==> src/skd_pkg.sv <==
// ----------------------------------------------------------------------------
// skd_pkg: shared types and constants for the spline knot slope block
// beat layouts, sequencer states, unit request/response groups, helpers
// ----------------------------------------------------------------------------
package skd_pkg;

  localparam int DATA_W = 32;
  localparam int IDX_W  = 10;
  localparam int DIFF_W = 33;
  localparam int ACC_W  = 35;

  // floor(2^32 / 3), reciprocal for the divide by three
  localparam logic [30:0] DIV3_RECIP = 31'd1431655765;

  localparam logic [1:0] TERM_LAST = 2'd3;

  localparam logic signed [DATA_W-1:0] S32_MAX = 32'sh7fff_ffff;
  localparam logic signed [DATA_W-1:0] S32_MIN = 32'sh8000_0000;

  typedef struct packed {
    logic signed [DATA_W-1:0] knot_pos;
    logic signed [DATA_W-1:0] fit_value;
    logic signed [DATA_W-1:0] curv_coef;
    logic signed [DATA_W-1:0] split_lo;
    logic signed [DATA_W-1:0] split_hi;
    logic                     last_knot;
  } in_beat_t;

  typedef struct packed {
    logic signed [DATA_W-1:0] slope;
    logic [IDX_W-1:0]         knot_index;
    logic                     spacing_error;
    logic                     last_slope;
  } out_beat_t;

  typedef struct packed {
    logic                     start;
    logic signed [DIFF_W-1:0] num;
    logic signed [DIFF_W-1:0] den;
  } div_req_t;

  typedef struct packed {
    logic                     done;
    logic                     fault;
    logic signed [DATA_W-1:0] quot;
  } div_rsp_t;

  typedef struct packed {
    logic                     en;
    logic signed [DATA_W-1:0] a;
    logic signed [DATA_W-1:0] b;
  } mul_req_t;

  typedef enum logic [4:0] {
    ST_IDLE,
    ST_START,
    ST_SHORT,
    ST_DS0,
    ST_DR,
    ST_MP,
    ST_DIV6,
    ST_EMIT0,
    ST_EMIT1,
    ST_TD1,
    ST_TD2,
    ST_TM1,
    ST_TM2,
    ST_TACC,
    ST_EMITI,
    ST_FD,
    ST_FM,
    ST_EMITF,
    ST_DONE
  } state_e;

  function automatic logic signed [DATA_W-1:0] sat32(input logic signed [ACC_W-1:0] v);
    logic signed [DATA_W-1:0] r;
    if (v > ACC_W'(S32_MAX)) r = S32_MAX;
    else if (v < ACC_W'(S32_MIN)) r = S32_MIN;
    else r = v[DATA_W-1:0];
    return r;
  endfunction

  function automatic logic signed [DATA_W-1:0] half(input logic signed [DATA_W-1:0] x);
    logic signed [DATA_W-1:0] s;
    s = x + $signed({31'd0, x[DATA_W-1]});
    return s >>> 1;
  endfunction

  function automatic logic signed [DATA_W-1:0] clamp_pos(input logic signed [DATA_W-1:0] x);
    return x[DATA_W-1] ? '0 : x;
  endfunction

  function automatic logic signed [DIFF_W-1:0] sdiff(input logic signed [DATA_W-1:0] a,
                                                     input logic signed [DATA_W-1:0] b);
    return DIFF_W'(a) - DIFF_W'(b);
  endfunction

endpackage

==> src/skd_chan_if.sv <==
// ----------------------------------------------------------------------------
// skd_chan_if: valid/ready channel
// carries one beat of payload type T per handshake
// ----------------------------------------------------------------------------
interface skd_chan_if #(
  parameter type T = logic
) ();
  logic valid;
  logic ready;
  T     data;

  modport source (output valid, output data, input ready);
  modport sink   (input valid, input data, output ready);
endinterface

==> src/skd_div.sv <==
// ----------------------------------------------------------------------------
// skd_div: iterative fixed-point divider
// (num << FRAC_BITS) / den, truncated, saturated to 32 bits, one bit a cycle
// ----------------------------------------------------------------------------
module skd_div #(
  parameter int FRAC_BITS = 16
) (
  input  logic              clk_i,
  input  logic              rst_ni,
  input  skd_pkg::div_req_t req_i,
  output skd_pkg::div_rsp_t rsp_o,
  output logic              busy_o
);

  localparam int DW = skd_pkg::DIFF_W;
  localparam int NW = DW + FRAC_BITS;
  localparam int HW = NW - 32;

  logic [DW-1:0] num_mag, den_mag;
  logic [NW-1:0] num_sh;
  logic [DW-1:0] hi_ext;
  logic          over, den_zero;

  logic          busy_q, done_q;
  logic [4:0]    itr_q;
  logic [DW-1:0] rem_q, dmag_q;
  logic [31:0]   lo_q, quo_q;
  logic          neg_q, sat_q, zero_q;

  logic [DW:0]   trial;
  logic          ge;
  logic [DW-1:0] rem_d;

  assign num_mag  = req_i.num[DW-1] ? DW'(-req_i.num) : DW'(req_i.num);
  assign den_mag  = req_i.den[DW-1] ? DW'(-req_i.den) : DW'(req_i.den);
  assign num_sh   = {num_mag, {FRAC_BITS{1'b0}}};
  assign hi_ext   = DW'(num_sh[NW-1:NW-HW]);
  assign over     = hi_ext >= den_mag;
  assign den_zero = (req_i.den == '0);

  assign trial = {rem_q, lo_q[31]};
  assign ge    = trial >= {1'b0, dmag_q};
  assign rem_d = ge ? DW'(trial - {1'b0, dmag_q}) : trial[DW-1:0];

  always_ff @(posedge clk_i or negedge rst_ni) begin
    if (!rst_ni) begin
      busy_q <= 1'b0;
      done_q <= 1'b0;
      itr_q  <= '0;
    end else begin
      done_q <= 1'b0;
      if (req_i.start) begin
        if (den_zero || over) begin
          done_q <= 1'b1;
        end else begin
          busy_q <= 1'b1;
          itr_q  <= '0;
        end
      end else if (busy_q) begin
        itr_q <= itr_q + 5'd1;
        if (itr_q == 5'd31) begin
          busy_q <= 1'b0;
          done_q <= 1'b1;
        end
      end
    end
  end

  always_ff @(posedge clk_i) begin
    if (req_i.start) begin
      zero_q <= den_zero;
      sat_q  <= over;
      neg_q  <= req_i.num[DW-1] ^ req_i.den[DW-1];
      rem_q  <= hi_ext;
      lo_q   <= num_sh[31:0];
      dmag_q <= den_mag;
      quo_q  <= '0;
    end else if (busy_q) begin
      rem_q <= rem_d;
      lo_q  <= {lo_q[30:0], 1'b0};
      quo_q <= {quo_q[30:0], ge};
    end
  end

  always_comb begin
    rsp_o.done  = done_q;
    rsp_o.fault = zero_q;
    if (zero_q) begin
      rsp_o.quot = '0;
    end else if (sat_q) begin
      rsp_o.quot = neg_q ? skd_pkg::S32_MIN : skd_pkg::S32_MAX;
    end else if (neg_q) begin
      rsp_o.quot = (quo_q > 32'h8000_0000) ? skd_pkg::S32_MIN : $signed(-quo_q);
    end else begin
      rsp_o.quot = quo_q[31] ? skd_pkg::S32_MAX : $signed(quo_q);
    end
  end

  assign busy_o = busy_q;

endmodule

==> src/skd_mul.sv <==
// ----------------------------------------------------------------------------
// skd_mul: registered fixed-point multiplier
// (a * b) / 2^FRAC_BITS truncated toward zero, saturated to 32 bits
// ----------------------------------------------------------------------------
module skd_mul #(
  parameter int FRAC_BITS = 16
) (
  input  logic                     clk_i,
  input  skd_pkg::mul_req_t        req_i,
  output logic signed [31:0]       res_o
);

  localparam logic [63:0] BIAS = (64'd1 << FRAC_BITS) - 64'd1;

  logic signed [63:0] prod_q;
  logic signed [63:0] sum_s, sh_s;

  always_ff @(posedge clk_i) begin
    if (req_i.en) begin
      prod_q <= 64'(req_i.a) * 64'(req_i.b);
    end
  end

  assign sum_s = prod_q + $signed(prod_q[63] ? BIAS : 64'd0);
  assign sh_s  = sum_s >>> FRAC_BITS;

  always_comb begin
    if (sh_s > 64'(skd_pkg::S32_MAX)) res_o = skd_pkg::S32_MAX;
    else if (sh_s < 64'(skd_pkg::S32_MIN)) res_o = skd_pkg::S32_MIN;
    else res_o = sh_s[31:0];
  end

endmodule

==> src/spline_knot_derivative_recurrence_top.sv <==
// ----------------------------------------------------------------------------
// spline_knot_derivative_recurrence_top: knot slope recurrence
// sequencer around one shared divider and one shared multiplier
// ----------------------------------------------------------------------------
//  channel  | dir | payload
//  in_i     | in  | knot_pos, fit_value, curv_coef, split_lo, split_hi, last_knot
//  out_o    | out | slope, knot_index, spacing_error, last_slope
//
//  a divide step in skd_div runs its bit loop, but ends early on a zero
//  divisor or an overflowing quotient; eight divide steps per inner knot
//  in_i is ready only while idle; an emit waits while out_o holds an untaken beat
//  no clearing pass after reset
// ----------------------------------------------------------------------------
module spline_knot_derivative_recurrence_top #(
  parameter int MAX_KNOTS = 1024,
  parameter int FRAC_BITS = 16
) (
  input  logic        clk_i,
  input  logic        rst_ni,
  skd_chan_if.sink    in_i,
  skd_chan_if.source  out_o
);

  localparam int CW = $clog2(MAX_KNOTS + 1);
  localparam int XW = CW + skd_pkg::IDX_W;
  localparam int AW = skd_pkg::ACC_W;

  skd_pkg::state_e state_q, state_d;

  skd_pkg::in_beat_t  in_q;
  skd_pkg::out_beat_t out_q, out_beat;
  logic               out_valid_q;

  logic signed [31:0] h0_q, h1_q, h2_q;
  logic signed [31:0] c0_q, c1_q, c2_q;
  logic signed [31:0] lo0_q, hi0_q, lo1_q, hi1_q;
  logic signed [31:0] z0_q, z1_q, prev_q;
  logic [CW-1:0]      cnt_q;

  logic signed [31:0]   r1_q, r2_q, m_q, s0_q;
  logic signed [AW-1:0] acc_q;
  logic                 err_q, fl_q, issued_q, sub_q;
  logic [1:0]           term_q;
  logic [62:0]          prod6_q;

  skd_pkg::div_req_t  div_req;
  skd_pkg::div_rsp_t  div_rsp;
  skd_pkg::mul_req_t  mul_req;
  logic signed [31:0] mul_res;
  logic               div_busy;

  logic div_st, mul_st, adv, slot_free, out_load, accept;
  logic signed [32:0] d_j, ha, hb, hc;

  logic [31:0]        m_abs;
  logic [30:0]        nh, q0, q6;
  logic [32:0]        r6;
  logic signed [31:0] div6, s_calc;
  logic [CW-1:0]      idx_cw;
  logic [XW-1:0]      idx_x;

  skd_div #(.FRAC_BITS(FRAC_BITS)) u_div (
    .clk_i  (clk_i),
    .rst_ni (rst_ni),
    .req_i  (div_req),
    .rsp_o  (div_rsp),
    .busy_o (div_busy)
  );

  skd_mul #(.FRAC_BITS(FRAC_BITS)) u_mul (
    .clk_i (clk_i),
    .req_i (mul_req),
    .res_o (mul_res)
  );

  assign accept    = in_i.valid && in_i.ready;
  assign in_i.ready = (state_q == skd_pkg::ST_IDLE);
  assign slot_free = !out_valid_q || out_o.ready;

  // term operands
  assign ha = skd_pkg::sdiff(h0_q, h1_q);
  assign hb = skd_pkg::sdiff(h0_q, h2_q);
  assign hc = skd_pkg::sdiff(in_q.knot_pos, h1_q);

  always_comb begin
    case (term_q)
      2'd0:    d_j = skd_pkg::sdiff(h0_q, hi1_q);
      2'd1:    d_j = skd_pkg::sdiff(h0_q, lo1_q);
      2'd2:    d_j = skd_pkg::sdiff(hi1_q, h1_q);
      default: d_j = skd_pkg::sdiff(lo1_q, h1_q);
    endcase
  end

  // divide by six as halve then divide by three
  assign m_abs = m_q[31] ? 32'(-m_q) : 32'(m_q);
  assign nh    = m_abs[31:1];
  assign q0    = prod6_q[62:32];
  assign r6    = {2'b00, nh} - ({2'b00, q0} + {1'b0, q0, 1'b0});
  assign q6    = (r6 >= 33'd3) ? q0 + 31'd1 : q0;
  assign div6  = m_q[31] ? -$signed({1'b0, q6}) : $signed({1'b0, q6});

  // next state
  always_comb begin
    state_d = state_q;
    case (state_q)
      skd_pkg::ST_IDLE:  if (accept) state_d = skd_pkg::ST_START;
      skd_pkg::ST_START: begin
        if (cnt_q < CW'(2)) begin
          state_d = in_q.last_knot ? skd_pkg::ST_SHORT : skd_pkg::ST_DONE;
        end else if (cnt_q == CW'(2)) begin
          state_d = skd_pkg::ST_DS0;
        end else begin
          state_d = skd_pkg::ST_TD1;
        end
      end
      skd_pkg::ST_SHORT: if (slot_free && (sub_q == cnt_q[0])) state_d = skd_pkg::ST_DONE;
      skd_pkg::ST_DS0:   if (adv) state_d = skd_pkg::ST_DR;
      skd_pkg::ST_DR:    if (adv) state_d = skd_pkg::ST_MP;
      skd_pkg::ST_MP:    if (adv) state_d = skd_pkg::ST_DIV6;
      skd_pkg::ST_DIV6:  state_d = skd_pkg::ST_EMIT0;
      skd_pkg::ST_EMIT0: if (slot_free) state_d = skd_pkg::ST_EMIT1;
      skd_pkg::ST_EMIT1, skd_pkg::ST_EMITI: begin
        if (slot_free) state_d = in_q.last_knot ? skd_pkg::ST_FD : skd_pkg::ST_DONE;
      end
      skd_pkg::ST_TD1:   if (adv) state_d = skd_pkg::ST_TD2;
      skd_pkg::ST_TD2:   if (adv) state_d = skd_pkg::ST_TM1;
      skd_pkg::ST_TM1:   if (adv) state_d = skd_pkg::ST_TM2;
      skd_pkg::ST_TM2:   if (adv) state_d = skd_pkg::ST_TACC;
      skd_pkg::ST_TACC: begin
        state_d = (term_q == skd_pkg::TERM_LAST) ? skd_pkg::ST_EMITI : skd_pkg::ST_TD1;
      end
      skd_pkg::ST_FD:    if (adv) state_d = skd_pkg::ST_FM;
      skd_pkg::ST_FM:    if (adv) state_d = skd_pkg::ST_EMITF;
      skd_pkg::ST_EMITF: if (slot_free) state_d = skd_pkg::ST_DONE;
      skd_pkg::ST_DONE:  state_d = skd_pkg::ST_IDLE;
      default:           state_d = skd_pkg::ST_IDLE;
    endcase
  end

  // unit requests and result beat
  always_comb begin
    div_st = 1'b0;
    mul_st = 1'b0;
    div_req.num = '0;
    div_req.den = '0;
    mul_req.a = '0;
    mul_req.b = '0;
    out_beat = '0;
    out_load = 1'b0;
    s_calc = '0;
    idx_cw = '0;
    case (state_q)
      skd_pkg::ST_DS0: begin
        div_st = 1'b1;
        div_req.num = skd_pkg::sdiff(z1_q, z0_q);
        div_req.den = ha;
      end
      skd_pkg::ST_DR: begin
        div_st = 1'b1;
        div_req.num = ha;
        div_req.den = hc;
      end
      skd_pkg::ST_TD1: begin
        div_st = 1'b1;
        div_req.num = d_j;
        div_req.den = ha;
      end
      skd_pkg::ST_TD2: begin
        div_st = 1'b1;
        div_req.num = d_j;
        div_req.den = term_q[1] ? hc : hb;
      end
      skd_pkg::ST_FD: begin
        div_st = 1'b1;
        div_req.num = skd_pkg::sdiff(in_q.knot_pos, h0_q);
        div_req.den = hc;
      end
      skd_pkg::ST_MP, skd_pkg::ST_FM: begin
        mul_st = 1'b1;
        mul_req.a = skd_pkg::clamp_pos(c1_q);
        mul_req.b = r2_q;
      end
      skd_pkg::ST_TM1: begin
        mul_st = 1'b1;
        mul_req.a = term_q[1] ? c1_q : c2_q;
        mul_req.b = r1_q;
      end
      skd_pkg::ST_TM2: begin
        mul_st = 1'b1;
        mul_req.a = m_q;
        mul_req.b = r2_q;
      end
      skd_pkg::ST_SHORT: begin
        out_load = slot_free;
        out_beat.knot_index = skd_pkg::IDX_W'(sub_q);
        out_beat.last_slope = (sub_q == cnt_q[0]);
      end
      skd_pkg::ST_EMIT0: begin
        out_load = slot_free;
        s_calc = err_q ? '0 : skd_pkg::sat32(AW'(r1_q) - AW'(div6));
        out_beat.slope = s_calc;
        out_beat.spacing_error = err_q;
      end
      skd_pkg::ST_EMIT1: begin
        out_load = slot_free;
        s_calc = fl_q ? '0 : skd_pkg::sat32(AW'(s0_q) + AW'(skd_pkg::half(m_q)));
        out_beat.slope = s_calc;
        out_beat.knot_index = skd_pkg::IDX_W'(1);
        out_beat.spacing_error = fl_q;
      end
      skd_pkg::ST_EMITI: begin
        out_load = slot_free;
        s_calc = err_q ? '0 : skd_pkg::sat32(acc_q);
        idx_cw = cnt_q - CW'(1);
        out_beat.slope = s_calc;
        out_beat.spacing_error = err_q;
      end
      skd_pkg::ST_EMITF: begin
        out_load = slot_free;
        s_calc = fl_q ? '0 : skd_pkg::sat32(AW'(prev_q) + AW'(skd_pkg::half(m_q)));
        idx_cw = cnt_q;
        out_beat.slope = s_calc;
        out_beat.spacing_error = fl_q;
        out_beat.last_slope = 1'b1;
      end
      default: begin
      end
    endcase
    if (state_q == skd_pkg::ST_EMITI || state_q == skd_pkg::ST_EMITF) begin
      if (idx_cw >= CW'(MAX_KNOTS - 1)) idx_cw = CW'(MAX_KNOTS - 1);
      idx_x = XW'(idx_cw);
      out_beat.knot_index = idx_x[skd_pkg::IDX_W-1:0];
    end else begin
      idx_x = '0;
    end
    div_req.start = div_st && !issued_q;
    mul_req.en    = mul_st && !issued_q;
    adv = div_st ? (issued_q && div_rsp.done) : (mul_st ? issued_q : 1'b1);
  end

  // control
  always_ff @(posedge clk_i or negedge rst_ni) begin
    if (!rst_ni) begin
      state_q     <= skd_pkg::ST_IDLE;
      issued_q    <= 1'b0;
      term_q      <= '0;
      sub_q       <= 1'b0;
      cnt_q       <= '0;
      out_valid_q <= 1'b0;
    end else begin
      state_q  <= state_d;
      issued_q <= (div_st || mul_st) && !adv;
      if (state_q == skd_pkg::ST_START) begin
        term_q <= '0;
        sub_q  <= 1'b0;
      end
      if (state_q == skd_pkg::ST_TACC) term_q <= term_q + 2'd1;
      if (state_q == skd_pkg::ST_SHORT && slot_free) sub_q <= 1'b1;
      if (state_q == skd_pkg::ST_DONE) begin
        if (in_q.last_knot) cnt_q <= '0;
        else if (cnt_q < CW'(MAX_KNOTS)) cnt_q <= cnt_q + CW'(1);
      end
      if (out_load) out_valid_q <= 1'b1;
      else if (out_o.ready) out_valid_q <= 1'b0;
    end
  end

  // datapath
  always_ff @(posedge clk_i) begin
    if (accept) in_q <= in_i.data;
    if (out_load) out_q <= out_beat;
    case (state_q)
      skd_pkg::ST_START: begin
        err_q <= 1'b0;
        acc_q <= AW'(prev_q);
      end
      skd_pkg::ST_DS0, skd_pkg::ST_TD1: begin
        if (issued_q && div_rsp.done) begin
          r1_q  <= div_rsp.quot;
          err_q <= err_q | div_rsp.fault;
        end
      end
      skd_pkg::ST_DR, skd_pkg::ST_TD2, skd_pkg::ST_FD: begin
        if (issued_q && div_rsp.done) begin
          r2_q  <= div_rsp.quot;
          fl_q  <= div_rsp.fault;
          err_q <= err_q | div_rsp.fault;
        end
      end
      skd_pkg::ST_MP, skd_pkg::ST_TM1, skd_pkg::ST_TM2, skd_pkg::ST_FM: begin
        if (issued_q) m_q <= mul_res;
      end
      skd_pkg::ST_DIV6: prod6_q <= {32'd0, nh} * {32'd0, skd_pkg::DIV3_RECIP};
      skd_pkg::ST_EMIT0: s0_q <= s_calc;
      skd_pkg::ST_EMIT1, skd_pkg::ST_EMITI: prev_q <= s_calc;
      skd_pkg::ST_TACC: begin
        if (term_q == 2'd0 || term_q == skd_pkg::TERM_LAST) begin
          acc_q <= acc_q - AW'(skd_pkg::half(m_q));
        end else begin
          acc_q <= acc_q + AW'(skd_pkg::half(m_q));
        end
      end
      skd_pkg::ST_DONE: begin
        if (!in_q.last_knot) begin
          if (cnt_q == CW'(0)) z0_q <= in_q.fit_value;
          if (cnt_q == CW'(1)) z1_q <= in_q.fit_value;
          h2_q  <= h1_q;
          h1_q  <= h0_q;
          h0_q  <= in_q.knot_pos;
          c2_q  <= c1_q;
          c1_q  <= c0_q;
          c0_q  <= in_q.curv_coef;
          lo1_q <= lo0_q;
          hi1_q <= hi0_q;
          lo0_q <= in_q.split_lo;
          hi0_q <= in_q.split_hi;
        end
      end
      default: begin
      end
    endcase
  end

  assign out_o.valid = out_valid_q;
  assign out_o.data  = out_q;

  a_div_idle_start: assert property (@(posedge clk_i) disable iff (!rst_ni)
    div_req.start |-> !div_busy)
    else $error("divider started while busy");

  a_busy_after_accept: assert property (@(posedge clk_i) disable iff (!rst_ni)
    accept |=> !in_i.ready)
    else $error("input ready right after accept");

  a_cnt_range: assert property (@(posedge clk_i) disable iff (!rst_ni)
    cnt_q <= CW'(MAX_KNOTS))
    else $error("knot count out of range");

  a_last_ends_set: assert property (@(posedge clk_i) disable iff (!rst_ni)
    (out_load && out_beat.last_slope) |=> state_q == skd_pkg::ST_DONE)
    else $error("final slope not followed by end of set");

  a_mul_issued: assert property (@(posedge clk_i) disable iff (!rst_ni)
    (state_q == skd_pkg::ST_TM2 && issued_q) |-> $past(mul_req.en))
    else $error("product taken without a multiply");

endmodule
==> src/flat_wrapper.sv <==
// flat-port wrapper written by rule: the top's interface ports become plain ports
module spline_knot_derivative_recurrence_top_flat 
#(
  parameter int MAX_KNOTS = 1024,
  parameter int FRAC_BITS = 16
)
  (clk_i, rst_ni, in_i_valid, in_i_data, in_i_ready, out_o_valid, out_o_data, out_o_ready);
  skd_chan_if in_i_i ();
  skd_chan_if out_o_i ();
  input  logic clk_i;
  input  logic rst_ni;
  input wire logic [$bits(in_i_i.valid)-1:0] in_i_valid;
  input wire logic [$bits(in_i_i.data)-1:0] in_i_data;
  output wire logic [$bits(in_i_i.ready)-1:0] in_i_ready;
  output wire logic [$bits(out_o_i.valid)-1:0] out_o_valid;
  output wire logic [$bits(out_o_i.data)-1:0] out_o_data;
  input wire logic [$bits(out_o_i.ready)-1:0] out_o_ready;
  assign in_i_i.valid = in_i_valid;
  assign in_i_i.data = in_i_data;
  assign in_i_ready = in_i_i.ready;
  assign out_o_valid = out_o_i.valid;
  assign out_o_data = out_o_i.data;
  assign out_o_i.ready = out_o_ready;
  spline_knot_derivative_recurrence_top #(.MAX_KNOTS(MAX_KNOTS), .FRAC_BITS(FRAC_BITS)) u_core (.clk_i(clk_i), .rst_ni(rst_ni), .in_i(in_i_i), .out_o(out_o_i));
endmodule
==> config.mk <==
export PLATFORM = sky130hd
export DESIGN_NAME = spline_knot_derivative_recurrence_top_flat
export DESIGN_NICKNAME = d
export VERILOG_FILES = /design/src/skd_pkg.sv /design/src/skd_chan_if.sv /design/src/skd_div.sv /design/src/skd_mul.sv /design/src/spline_knot_derivative_recurrence_top.sv /design/src/flat_wrapper.sv
export SDC_FILE = /design/constraint.sdc
export NUM_CORES = 1
export LEC_CHECK = 0
export ABC_AREA = 1
export BUFFER_PORTS_ARGS = -buffer_cell sky130_fd_sc_hd__buf_4
export CORE_MARGIN = 2
export CORE_UTILIZATION = 35
export DETAILED_ROUTE_END_ITERATION = 10
export SLEW_MARGIN = 30
export SYNTH_ARGS = -nofsm -noshare
export SYNTH_HDL_FRONTEND = slang
export SYNTH_SLANG_ARGS = --single-unit
==> constraint.sdc <==
create_clock -name clk_i -period 3.2 [get_ports clk_i]
set_input_delay 0.16 -clock clk_i [delete_from_list [all_inputs] [get_ports clk_i]]
set_output_delay 0.16 -clock clk_i [all_outputs]
set_load 0.1 [all_outputs]
; After elaboration in Yosys (flattened, before gate mapping)
; Index checks and enable logic that the tools add are counted.
[op_classes]
n_addsub = 3
n_lt_le_gt_ge = 2
n_eq_ne = 36
n_mux = 42
n_bitwise = 1
reduce_logical = 24
[op_table]
columns = op, count
row1 = 5-bit 2-to-1 mux, 19
row2 = 5-bit case mux with 17 select lines, 1
row3 = 5-bit by 4-bit == test with 1-bit output (second input constant), 8
row4 = 2-bit by 1-bit != test with 1-bit output (second input constant), 13
row5 = 11-bit 2-to-1 mux, 2
row6 = 5-bit by 3-bit == test with 1-bit output (second input constant), 4
row7 = 5-bit == test (second input constant), 4
row8 = 1-bit 2-to-1 mux, 15
row9 = 14-bit AND reduction, 1
row10 = 11-bit by 1-bit adder with 11-bit output (second input constant), 1
row11 = 11-bit by 2-bit == test with 1-bit output (second input constant), 1
row12 = 11-bit < comparator (second input constant), 1
row13 = 11-bit by 2-bit < comparator with 1-bit output (second input constant), 1
row14 = 5-bit by 2-bit == test with 1-bit output (second input constant), 2
row15 = 2-bit nonzero test, 5
row16 = 5-bit OR reduction, 2
row17 = 1-bit logical AND, 6
row18 = 5-bit by 1-bit adder with 5-bit output (second input constant), 1
row19 = 5-bit by 1-bit == test with 1-bit output (second input constant), 1
row20 = 5-bit logical NOT, 1
row21 = 2-bit 2-to-1 mux, 2
row22 = 4-bit 2-to-1 mux, 1
row23 = 2-bit AND reduction, 2
row24 = 4-bit OR reduction, 1
row25 = 10 further kinds, 13
[totals]
reg_bits = 30
inputBits = 5
word_cells = 119

; Longest topological paths before layout
[depth]
depth_word = 7
depth_mapped = 12

; By module
; From an unflattened synthesis, not the netlist that was laid out.
[unflattened]
hier_cells = 1799
hier_area_um2 = 12241.7
[by_module_without_submodules]
columns = mod, n_inst, cells_each, area_each_um2
row1 = skd_div, 1, 1542, 10503.8
row2 = spline_knot_derivative_recurrence_top, 1, 257, 1737.9

; Worst setup path before layout
; No wires, ideal clock.
[synth_timing]
path_kind = register to register
startpoint = reg u_core.out_valid_q (netlist: u_core.out_o.valid)
endpoint = reg u_core.state_q[1]
setup_time_ns = 0.065
arrival_ns = 1.627
t_required_ns = 3.135
setup_slack_ns = 1.507
stages_incl_launch_ff = 9
n_path_buf = 0
synth_period_minus_slack_ns = 1.693
path_cell_list = dfrtp_1 -> inv_1 -> nor2_1 -> inv_1 -> o21ai_1 -> a21oi_4 -> nand2_2 -> nand2_1 -> nand2_1
[synth_between]
elab_chain_len = 5
elab_cells_between_ends = 8
classes_between = eq/ne: 4 / reduce/logical: 4
[synth_lines]
columns = element, line_no
row1 = "start, declared", spline_knot_derivative_recurrence_top.sv:32  ; logic out_valid_q;
row2 = "start signal, assigned", spline_knot_derivative_recurrence_top.sv:249  ; out_valid_q <= 1'b0;
row3 = "start signal, assigned", spline_knot_derivative_recurrence_top.sv:263  ; if (out_load) out_valid_q <= 1'b1;
row4 = "start signal, assigned", spline_knot_derivative_recurrence_top.sv:264  ; else if (out_o.ready) out_valid_q <= 1'b0;
row5 = 1-bit logical NOT (*), spline_knot_derivative_recurrence_top.sv:78  ; assign slot_free = !out_valid_q || out_o.ready;
row6 = 1-bit logical OR (*), spline_knot_derivative_recurrence_top.sv:78
row7 = 1-bit logical AND, spline_knot_derivative_recurrence_top.sv:116  ; skd_pkg::ST_SHORT: if (slot_free && (sub_q == cnt_q[0])) state_d = skd_pkg::ST_DONE;
row8 = 2-bit by 1-bit != test with 1-bit output (no line), --
row9 = 14-bit AND reduction (no line) (*), --
row10 = "end signal, assigned", spline_knot_derivative_recurrence_top.sv:244  ; state_q <= skd_pkg::ST_IDLE;
row11 = "end signal, assigned", spline_knot_derivative_recurrence_top.sv:251  ; state_q <= state_d;
row12 = "end, declared", spline_knot_derivative_recurrence_top.sv:28  ; skd_pkg::state_e state_q, state_d;
; Every way passes the cells marked *; elsewhere a longest branch is shown, timed or not.
; A chain may end at the register's enable or synchronous reset.

; Final worst setup path
[layout_timing]
startpoint = reg u_core.state_q[0]
endpoint = out in_i_ready
[layout_between]
elab_chain_len = 1
[layout_lines]
columns = element, line_no
row1 = 5-bit logical NOT, spline_knot_derivative_recurrence_top.sv:77  ; assign in_i.ready = (state_q == skd_pkg::ST_IDLE);
row2 = "end, declared", flat_wrapper.sv:14  ; output wire logic [$bits(in_i_i.ready)-1:0] in_i_ready;
; No other way between the ends.

==> out/metrics.cfg <==
[worst_setup_path]
crit_type = reg -> out
cp.required_ps = 3040
path_max_fanout = 9
cp.arrival_ps = 1670
endpoint_kind = primary output
worst_setup_path_start_kind = flop

[die]
core_area_mm2 = 0.005507
fp.dieW_um = 79.44
rows = 27
die_area_mm2 = 0.006311
pin_count = 8
die_y_um = 79.44
start_util_pct = 36.17

[placement]
io_buffer_count = 7
dp_hpwl_um = 3323
place_congestion = 0.8872
placed_area_mm2 = 0.002108

[timing]
rsz0062_at_grt = no
drv_slew = 0
slew_headroom_pct = 65.37
clock.fmax_mhz = 547.2
min_period_ps = 1827
final_hold_viol_count = 0
tightest_slew_ps = 515.4
finalCritPeriodShare_pct = 57.11
setup_viol = 0
timing.hold.ws_ps = 55.65
setup_tns_ps = 0
fin_skew_ps = 5.440

[global_route]
antenna_found_initial = 0
grt_max_degree = 29
grt_pass1_vias = 1715
grt_pass1_wl_um = 7562
grt_overflow = 0
grtUsageTotal_pct = 15.37

[yosys]
synth_top_area_share_pct = 35.18
yosysMostFrequentCell = nand2_1
netlist_instances = 282
async_flop_share_pct = 93.33
ys.flop_type = dfrtp_1
syn_area_per_cell_um2 = 7.064
synth_fp_nets = 291
seq_area_frac_synth_pct = 38.19
ys_seq_elements = 30
synth_common_cells = 76 x nand2_1, 38 x nor2_1, 35 x inv_1, 29 x nand3_1, 28 x dfrtp_1
ys_types = 30
yosys_warnings = 0
syn-cell-area_mm2 = 0.001992
yosysTopAreaCell = dfrtp_1
ys_top_cells_by_area = dfrtp_1 35%, nand2_1 14%, nand3_1 7.3%, nor2_1 7.2%, inv_1 6.6%
synth_edf_count = 2

[final_layout]
design_area_mm2 = 0.002195
fill_cells = 548
synthToLayoutAreaGrowth_pct = 10.18
antennaDiodeCount = 0
nNetsFinal = 303
layout-drive-gt1-share_pct = 12.59

[clocking]
cts.reportedPaths.clkPinSlew_ps = 70
cts_tree = yes
cts-buffers-inserted = 5
cts_resized = 0
clk_path_buf_depth = 2
cts.sink_count = 30
cts_root_buffer = clkbuf_8
post-cts-setup-buffers = 0
h-tree-depth = 2
clk_latency_ps = 280

[route]
dr.pass1.iters = 4
wl_per_cell_um = 11.86
drt.antenna.violating_nets = 0
drc = 0
wirelength_um = 4340
vias = 1766
vias_per_cell = 4.825
first_iter_violations = 84

[power_and_ir_drop]
vdd_drop_max_mv = 0.4119
p_per_area_mw_per_mm2 = 798.0
finalPower_uw = 1751
p_leak_uw = 0.001114

[min_path]
hold_path_class = in -> reg

[job]
maxCapViolCount = 0

[outcome]
outcome = finished clean

-- worst paths after layout --
kind	from	endpoint	depth (start not counted)	slack, ps
hold reg to reg	u_core.u_div.itr_q[4]	u_core.u_div.itr_q[4]	2	490
setup reg to reg	u_core.state_q[2]	u_core.cnt_q[6]	9	1380
hold / removal	in_i_data	u_core.in_q[0]	1	60
min in group asynchronous	rst_ni	u_core.sub_q	2	350
setup / recovery	u_core.state_q[0]	in_i_ready	4	1370
max in group asynchronous	rst_ni	u_core.u_div.itr_q[3]	2	2570
-- placed cells by master (no fill, tap or decap) --
cell	netlist	final
xor2_1	1	1
nand4_1	6	6
a21oi_2	1	1
o21bai_1	1	1
a21oi_1	8	8
nor3b_1	1	1
inv_2	2	2
o21ai_0	10	10
nor3_1	8	8
dfrtp_1	28	28
dlygate4sd3_1	0	1
nand3_2	3	3
buf_4	2	7
nor2_1	38	38
a22o_1	1	1
nor2_2	4	4
nand2_4	4	4
nand3_1	29	29
nand2_2	7	7
clkbuf_1	0	2
o21ai_1	2	2
xnor2_1	2	2
o21ai_2	1	1
inv_1	35	35
o21a_1	1	1
clkbuf_8	0	5
a21boi_0	1	1
nand2_1	76	76
ha_1	4	4
nor2_4	2	2
a21oi_4	1	1
edfxtp_1	2	2
-- area by class of cell --
cell class	instances	area [um2]	share of cell area, %
well taps	72	90.09	4.105
flip-flops and latches	30	760.7	34.66
clock buffers	7	76.32	3.478
multi-input cells	212	1066	48.57
repair buffers	8	62.56	2.851
inverters	37	138.9	6.328
-- cell families (layout without fill, tap and decap cells) --
logic type | Yosys count | in the layout | synth area share (%)
AO/OA/AOI/OAI | 27 | 27 | 8.293
XOR/XNOR | 3 | 3 | 1.319
adder cells (fa/ha/maj) | 4 | 4 | 2.513
buffers and inverters | 40 | 52 | 8.292
flip-flops | 30 | 30 | 38.19
AND/OR/NAND/NOR | 178 | 178 | 41.39
-- critical path, cell delays in order (launching register included) --
cell     delay [ps]
dfrtp_1         490
nor2_2          330
nand3_1         200
inv_1            80
buf_4           280
-- power breakdown --
part | switching (uW) | internal [uW] | leakage, uW | total [uW]
Clock | 141 | 150 | 0.0000383 | 291
Combinational | 648 | 256 | 0.000677 | 904
Sequential | 91.7 | 465 | 0.000399 | 556
Total | 881 | 870 | 0.00111 | 1750
-- routing by layer --
metal	track usage, %	routed length [um]	part of all wire (%)
met1	19.40	2086	48
met2	24.79	2056	47
met3	4.186	131	3.0
met4	6.207	65	1.5
met5	0	0	0
-- through the flow --
| stage | setup WS, ps | cells | util (%) |
|---|---|---|---|
| 2_1_floorplan | 1507 | 282 | - |
| 3_3_place_gp | 1369 | 358 | 38.29 |
| 3_5_place_dp | 1378 | 358 | 38.29 |
| 4_1_cts | 1366 | 366 | 39.85 |
| 5_1_grt | 1183 | 366 | 39.85 |
| 6_report | 1373 | 366 | 39.85 |
-- flip-flops by register name, summed over array words and instances (netlist names) --
register / flops
u_core.out_o.data: 1
u_core.out_o.valid: 1
u_core.u_div.busy_o: 1
u_core.sub_q: 1
u_core.u_div.done_q: 1
u_core.cnt_q: 11
u_core.term_q: 2
u_core.state_q: 5
u_core.in_q: 1
u_core.issued_q: 1
u_core.u_div.itr_q: 5
-- timing repair --
| action | CTS | global route |
|---|---|---|
| setup endpoints to repair | 0 | 0 |
| endpoints found under the hold margin | 28 | 0 |
| hold buffers | 1 | 0 |
(Power assumes the default switching activity.)
